$ cat config.mk
export PLATFORM = sky130hd
export DESIGN_NAME = blsamp_mul
export DESIGN_NICKNAME = d
export VERILOG_FILES = /design/src/rtl/blsamp_pkg.sv /design/src/rtl/blsamp_mul.sv
export SDC_FILE = /design/constraint.sdc
export NUM_CORES = 2
export LEC_CHECK = 0
export ABC_AREA = 1
export BUFFER_PORTS_ARGS = -buffer_cell sky130_fd_sc_hd__buf_2
export CORE_ASPECT_RATIO = 0.6
export CORE_MARGIN = 4
export CORE_UTILIZATION = 55
export DETAILED_ROUTE_END_ITERATION = 7
export PLACE_DENSITY = 0.72
export SLEW_MARGIN = 30
export SYNTH_ARGS = -nofsm -noshare
export SYNTH_HDL_FRONTEND = slang
export SYNTH_SLANG_ARGS = --single-unit
$ cat constraint.sdc
create_clock -name i_clk -period 9.35 [get_ports i_clk]
set_clock_uncertainty 0.05 [all_clocks]
set_input_delay 1.4025 -clock i_clk [delete_from_list [all_inputs] [get_ports i_clk]]
set_output_delay 1.4025 -clock i_clk [all_outputs]
set_load 0.1 [all_outputs]
$ cat src/rtl/blsamp_pkg.sv
`timescale 1ns / 1ps
// shared types, codes and constants of the bicubic lagrange sampler
// no dependencies; imported by every other file except blsamp_ram
package blsamp_pkg;

    localparam int DEF_MAX_WIDTH       = 512;
    localparam int DEF_MAX_HEIGHT      = 512;
    localparam int DEF_MAX_CHANNELS    = 4;
    localparam int DEF_COORD_FRAC_BITS = 8;

    // request and result field widths
    localparam int OPC_W   = 1;
    localparam int COL_W   = 9;
    localparam int ROW_W   = 9;
    localparam int CHAN_W  = 2;
    localparam int BYTE_W  = 8;
    localparam int COORD_W = 21;

    // configuration port
    localparam int CFG_IDX_W  = 2;
    localparam int CFG_DATA_W = 10;
    localparam int DIM_W      = 10;
    localparam int CCNT_W     = 3;

    localparam logic [OPC_W-1:0] OPC_WRITE  = 1'b0;
    localparam logic [OPC_W-1:0] OPC_SAMPLE = 1'b1;

    localparam logic [CFG_IDX_W-1:0] REG_IMAGE_WIDTH   = 2'd0;
    localparam logic [CFG_IDX_W-1:0] REG_IMAGE_HEIGHT  = 2'd1;
    localparam logic [CFG_IDX_W-1:0] REG_CHANNEL_COUNT = 2'd2;

    localparam logic [DIM_W-1:0]  RST_IMAGE_WIDTH   = 10'd512;
    localparam logic [DIM_W-1:0]  RST_IMAGE_HEIGHT  = 10'd512;
    localparam logic [CCNT_W-1:0] RST_CHANNEL_COUNT = 3'd1;

    // weight fraction bits and shared multiplier shape
    localparam int WFRAC   = 16;
    localparam int WGT_W   = 19;
    localparam int MUL_A_W = 36;
    localparam int MUL_B_W = 19;
    localparam int MUL_P_W = MUL_A_W + MUL_B_W;
    localparam int ACC_W   = 48;

    // reciprocal of three, exact for 16-bit operands
    localparam logic [16:0] DIV3_MUL = 17'd43691;

    typedef enum logic [5:0] {
        S_IDLE  = 6'b000001,
        S_WRITE = 6'b000010,
        S_WGT   = 6'b000100,
        S_PIX   = 6'b001000,
        S_FIN   = 6'b010000,
        S_RND   = 6'b100000
    } t_state;

    // what the product register holds in the cycle after a multiply
    typedef enum logic [3:0] {
        WB_NONE,
        WB_TMP,
        WB_W0,
        WB_W1,
        WB_W2,
        WB_W3,
        WB_ROW0,
        WB_ROW,
        WB_ACC
    } t_wb;

endpackage

$ cat src/rtl/blsamp_mul.sv
`timescale 1ns / 1ps
// shared signed multiplier with registered product
// depends on blsamp_pkg for operand widths
module blsamp_mul (
    input  logic                                 i_clk,
    input  logic signed [blsamp_pkg::MUL_A_W-1:0] i_a,
    input  logic signed [blsamp_pkg::MUL_B_W-1:0] i_b,
    output logic signed [blsamp_pkg::MUL_P_W-1:0] o_p
);
    import blsamp_pkg::*;

    logic signed [MUL_P_W-1:0] r_p;

    always_ff @(posedge i_clk) begin
        r_p <= MUL_P_W'(i_a) * MUL_P_W'(i_b);
    end

    assign o_p = r_p;
endmodule

### Word-level counts from Yosys, hierarchy flattened

Cells that the tools add are included.

| word-level totals | value |
|---|---|
| input port bits | 56 |
| bits in registers | 55 |
| output and inout bits | 55 |

| cells by class | value |
|---|---|
| $mul | 1 |

Operators by type and width:

| operator | count |
|---|---|
| $mul A36 B19 Y55 | 1 |

### Logic depth before layout (Yosys ltp)

| logic depth | value |
|---|---|
| depth in word-level cells | 1 |
| mapped depth | 30 |

### Worst setup path before layout

Ideal clock, no wire load.

| timing path | value |
|---|---|
| path type | in2reg |
| start point | input i_a[35] in the netlist's numbering |
| end point | register r_p[54], in the netlist o_p[54] |
| stages on the path | 25 |
| buffers on the path | 2 |
| data required time | 9.188 ns |
| arrival time | 6.950 ns |
| slack | 2.238 ns |
| cells stage by stage | clkbuf_1 > clkbuf_1 > nand2_1 > inv_1 > fa_1 > inv_1 > fa_1 > fa_1 > inv_1 > fa_1 > inv_1 > fa_1 > inv_1 > fa_1 > ha_1 > ha_1 > nand2_1 > inv_1 > nand2_1 > nor3_1 > nand2_1 > nor2_1 > nand2_1 > nand3_1 > nand2_1 |

| on the way | value |
|---|---|
| cells in the longest elaborated chain, start to end | 1 |

Ends and longest elaborated chain:

| item | RTL line | source |
|---|---|---|
| start, declared | blsamp_mul.sv:6 | `input logic signed [blsamp_pkg::MUL_A_W-1:0] i_a,` |
| $mul A36 B19 Y55 | blsamp_mul.sv:15 | `r_p <= MUL_P_W'(i_a) * MUL_P_W'(i_b);` |
| end signal, assigned | blsamp_mul.sv:15 |  |
| end, declared | blsamp_mul.sv:12 | `logic signed [MUL_P_W-1:0] r_p;` |

Every way passes these cells.

### Worst setup path in the final report

| timing path | value |
|---|---|
| start point | input i_b[1] in the netlist's numbering |
| end point | register r_p[53], in the netlist o_p[53] |

| on the way | value |
|---|---|
| cells in the longest elaborated chain, start to end | 1 |

Ends and longest elaborated chain:

| item | RTL line | source |
|---|---|---|
| start, declared | blsamp_mul.sv:7 | `input logic signed [blsamp_pkg::MUL_B_W-1:0] i_b,` |
| $mul A36 B19 Y55 | blsamp_mul.sv:15 |  |

Every way passes these cells.

==> reports/results.txt <==
run status: finished clean
Yosys top cell area share: 0.4958
first-pass GRT wire length: 118.5 mm
antenna-violating nets left: 0
antenna violations before repair: 4
layout cell share with drive strength beyond 1: 0.05441
WL/cell: 17.79 um
num rows: 62
Max Cap Viol: 0
Remaining Overflow, GRT: 0
Worst path max stage delay: 0.69 ns
crit path capture: o_p[53]
critical path class: in -> reg
count of cell types in the netlist: 28
Clock Tree Root: clkbuf_16
most area-consuming cells after synthesis: fa_1 (50%), inv_1 (16%), nand2_1 (15%)
Syn Inst Count: 3503
Worst Tran Pin Value: 1.053 ns
DRC viols: 0
final hold violations: 0
most frequent cells after synthesis: inv_1 (1110), nand2_1 (1049), fa_1 (658)
core region area: 47790 sq um
synthesized area: 26570 sq um
synthesized area per cell: 7.585 sq um
DR vias: 20600
I/O Pins: 111
Top delay family on crit path: adder cells
Critical Path RT: 9.54 ns
fin. max-slew vios: 0
Port Buffer Count: 110
Vias per Instance: 4.982
crit-path cells: buf_2 -> nand2_1 -> inv_1 -> fa_1 -> inv_1 -> fa_1 -> fa_1 -> inv_1 -> fa_1 -> inv_1 -> fa_1 -> inv_1 -> fa_1 -> ha_1 -> ha_1 -> nand2_1 -> nor2_1 -> nand2_1 -> nor2_1 -> nand3_1 -> nand4_1 -> nand2_1
Detail Placement HPWL: 61.31 mm
FILL cells: 4490
worst path bufs/invs: 6
CTS clk-pin slew, worst paths: 0.10 ns
initial drt markers: 1784
GPL Wtd Cong: 1.011
#FFs+latches synth: 55
RSZ-0062 raised after global routing: no
Initial Util: 0.5560
Worst setup SP type: input pin
final WL: 73.55 mm
Die X: 291.8 um
CTS tree: done
# resized after CTS: 0
dominant cell type by area after synthesis: fa_1
Max-Slew Margin vs Limit: 0.2980
die height: 178.3 um
Post-synth EDFFs: 0
minimum clock period: 7.589 ns
Die ar.: 52010 sq um
number of setup buffers added after CTS: 0
Final Setup Violations: 0
Seq/Total Area, Yosys: 0.04144
TritonRoute pass-1 iters: 6
Sum Neg Setup Slack: 0 ns
top-count cell post-synth: inv_1
crit path from: i_b[1]
Hold WC Path Type: in -> reg
final net count: 4352
clock buffer depth: 2
largest net degree at the start of global routing: 37
Inserted Clock Buffers: 5
cts hold-fix bufs: 0
WP depth: 22
Crit Path Max Fanout: 36
slowest cell on the critical path: fa_1
syn_nets: 4364
FFs w/ async S/R, synth: 0
Total GRT Usage: 0.2946
fin crit share: 0.8117
crit path DAT: 7.78 ns
Max Clock Freq: 131.8 MHz
Yosys warnings: 0
critical path endpoint category: flip-flop
Main synth FF type: dfxtp_1
# H-tree levels: 2
clk sink count: 55
Area growth syn-to-layout: 4.102%
Largest register FFs: 55
number of global-route vias before repair: 21550
most frequent CP cell: fa_1
[stage by stage]
| step | utilization | cells | setup WS, ns | hold WS, ns | instance area (sq um) |
|---|---|---|---|---|---|
| floorplan | - | 3503 | 2.238 | 1.658 | 26570 |
| global placement | 0.5756 | 4124 | 1.582 | 1.898 | 27510 |
| detailed placement | 0.5756 | 4124 | 1.517 | 1.896 | 27510 |
| CTS | 0.5787 | 4132 | 1.877 | 1.532 | 27650 |
| global route | 0.5788 | 4134 | 1.474 | 1.567 | 27660 |
| finish | 0.5788 | 4134 | 1.761 | 1.557 | 27660 |
[layer usage]
layer,vias up,global-route usage,wire (um)
li1,9561,-,-
met1,10020,0.4254,32280
met2,931,0.4487,31370
met3,81,0.08960,8641
met4,4,0.05168,1242
met5,-,0,23
[worst min path at each step]
stage	slack [ns]	depth (start not counted)	startpoint	end
2_1_floorplan	1.66	3	i_b[0]	o_p[0]
3_3_place_gp	1.90	3	i_a[0]	o_p[0]
3_5_place_dp	1.90	3	i_a[0]	o_p[0]
4_1_cts	1.53	3	i_a[0]	o_p[0]
5_1_grt	1.57	3	i_a[0]	o_p[0]
6_report	1.56	3	i_a[0]	o_p[0]
[final cells by class]
class	count	area, sq um	area share
Sequential cell	55	1101	0.03981
Tap cell	640	800.8	0.02895
Timing Repair Buffer	128	688.2	0.02488
Clock inverter	3	22.52	0.0008142
Clock buffer	5	125.1	0.004523
Antenna cell	2	5.005	0.0001809
Multi-Input combinational cell	2181	20710	0.7489
Inverter	1120	4204	0.1520
[kinds of logic (layout without fill, tap and decap cells)]
family                     count (synthesis)  after routing  synth area share
adders and majority gates                805            805            0.5650
other                                      0              2                 0
and+or+nand+nor                         1282           1282            0.1918
DFF                                       55             55           0.04144
AOI/OAI and AO/OA                         63             63           0.01253
buffers and inverters                   1267           1256            0.1790
xor gates and xnor gates                  31             31           0.01022
[cells in the final DEF, fill, tap and decap left out, types with 3 or more instances in the layout]
| cell | count |
|---|---|
| o21ai_0 | 9 |
| ha_1 | 147 |
| xor2_1 | 22 |
| nor3_2 | 3 |
| nor2_1 | 112 |
| a21oi_1 | 47 |
| fa_1 | 658 |
| nand2_2 | 15 |
| nand2_1 | 1049 |
| inv_1 | 1110 |
| clkbuf_16 | 5 |
| buf_2 | 109 |
| xnor2_1 | 9 |
| inv_2 | 8 |
| dfxtp_1 | 55 |
| nor2_4 | 3 |
| nand3b_1 | 3 |
| nand4_1 | 19 |
| o21bai_1 | 6 |
| nand3_1 | 46 |
| buf_4 | 19 |
| or2_2 | 4 |
| nor3_1 | 6 |
| nand3_2 | 4 |
| nor2_2 | 15 |
Power is left out: the tool's default activity adds up to more than one toggle a clock period on the data nets, which glitch-free logic cannot reach.
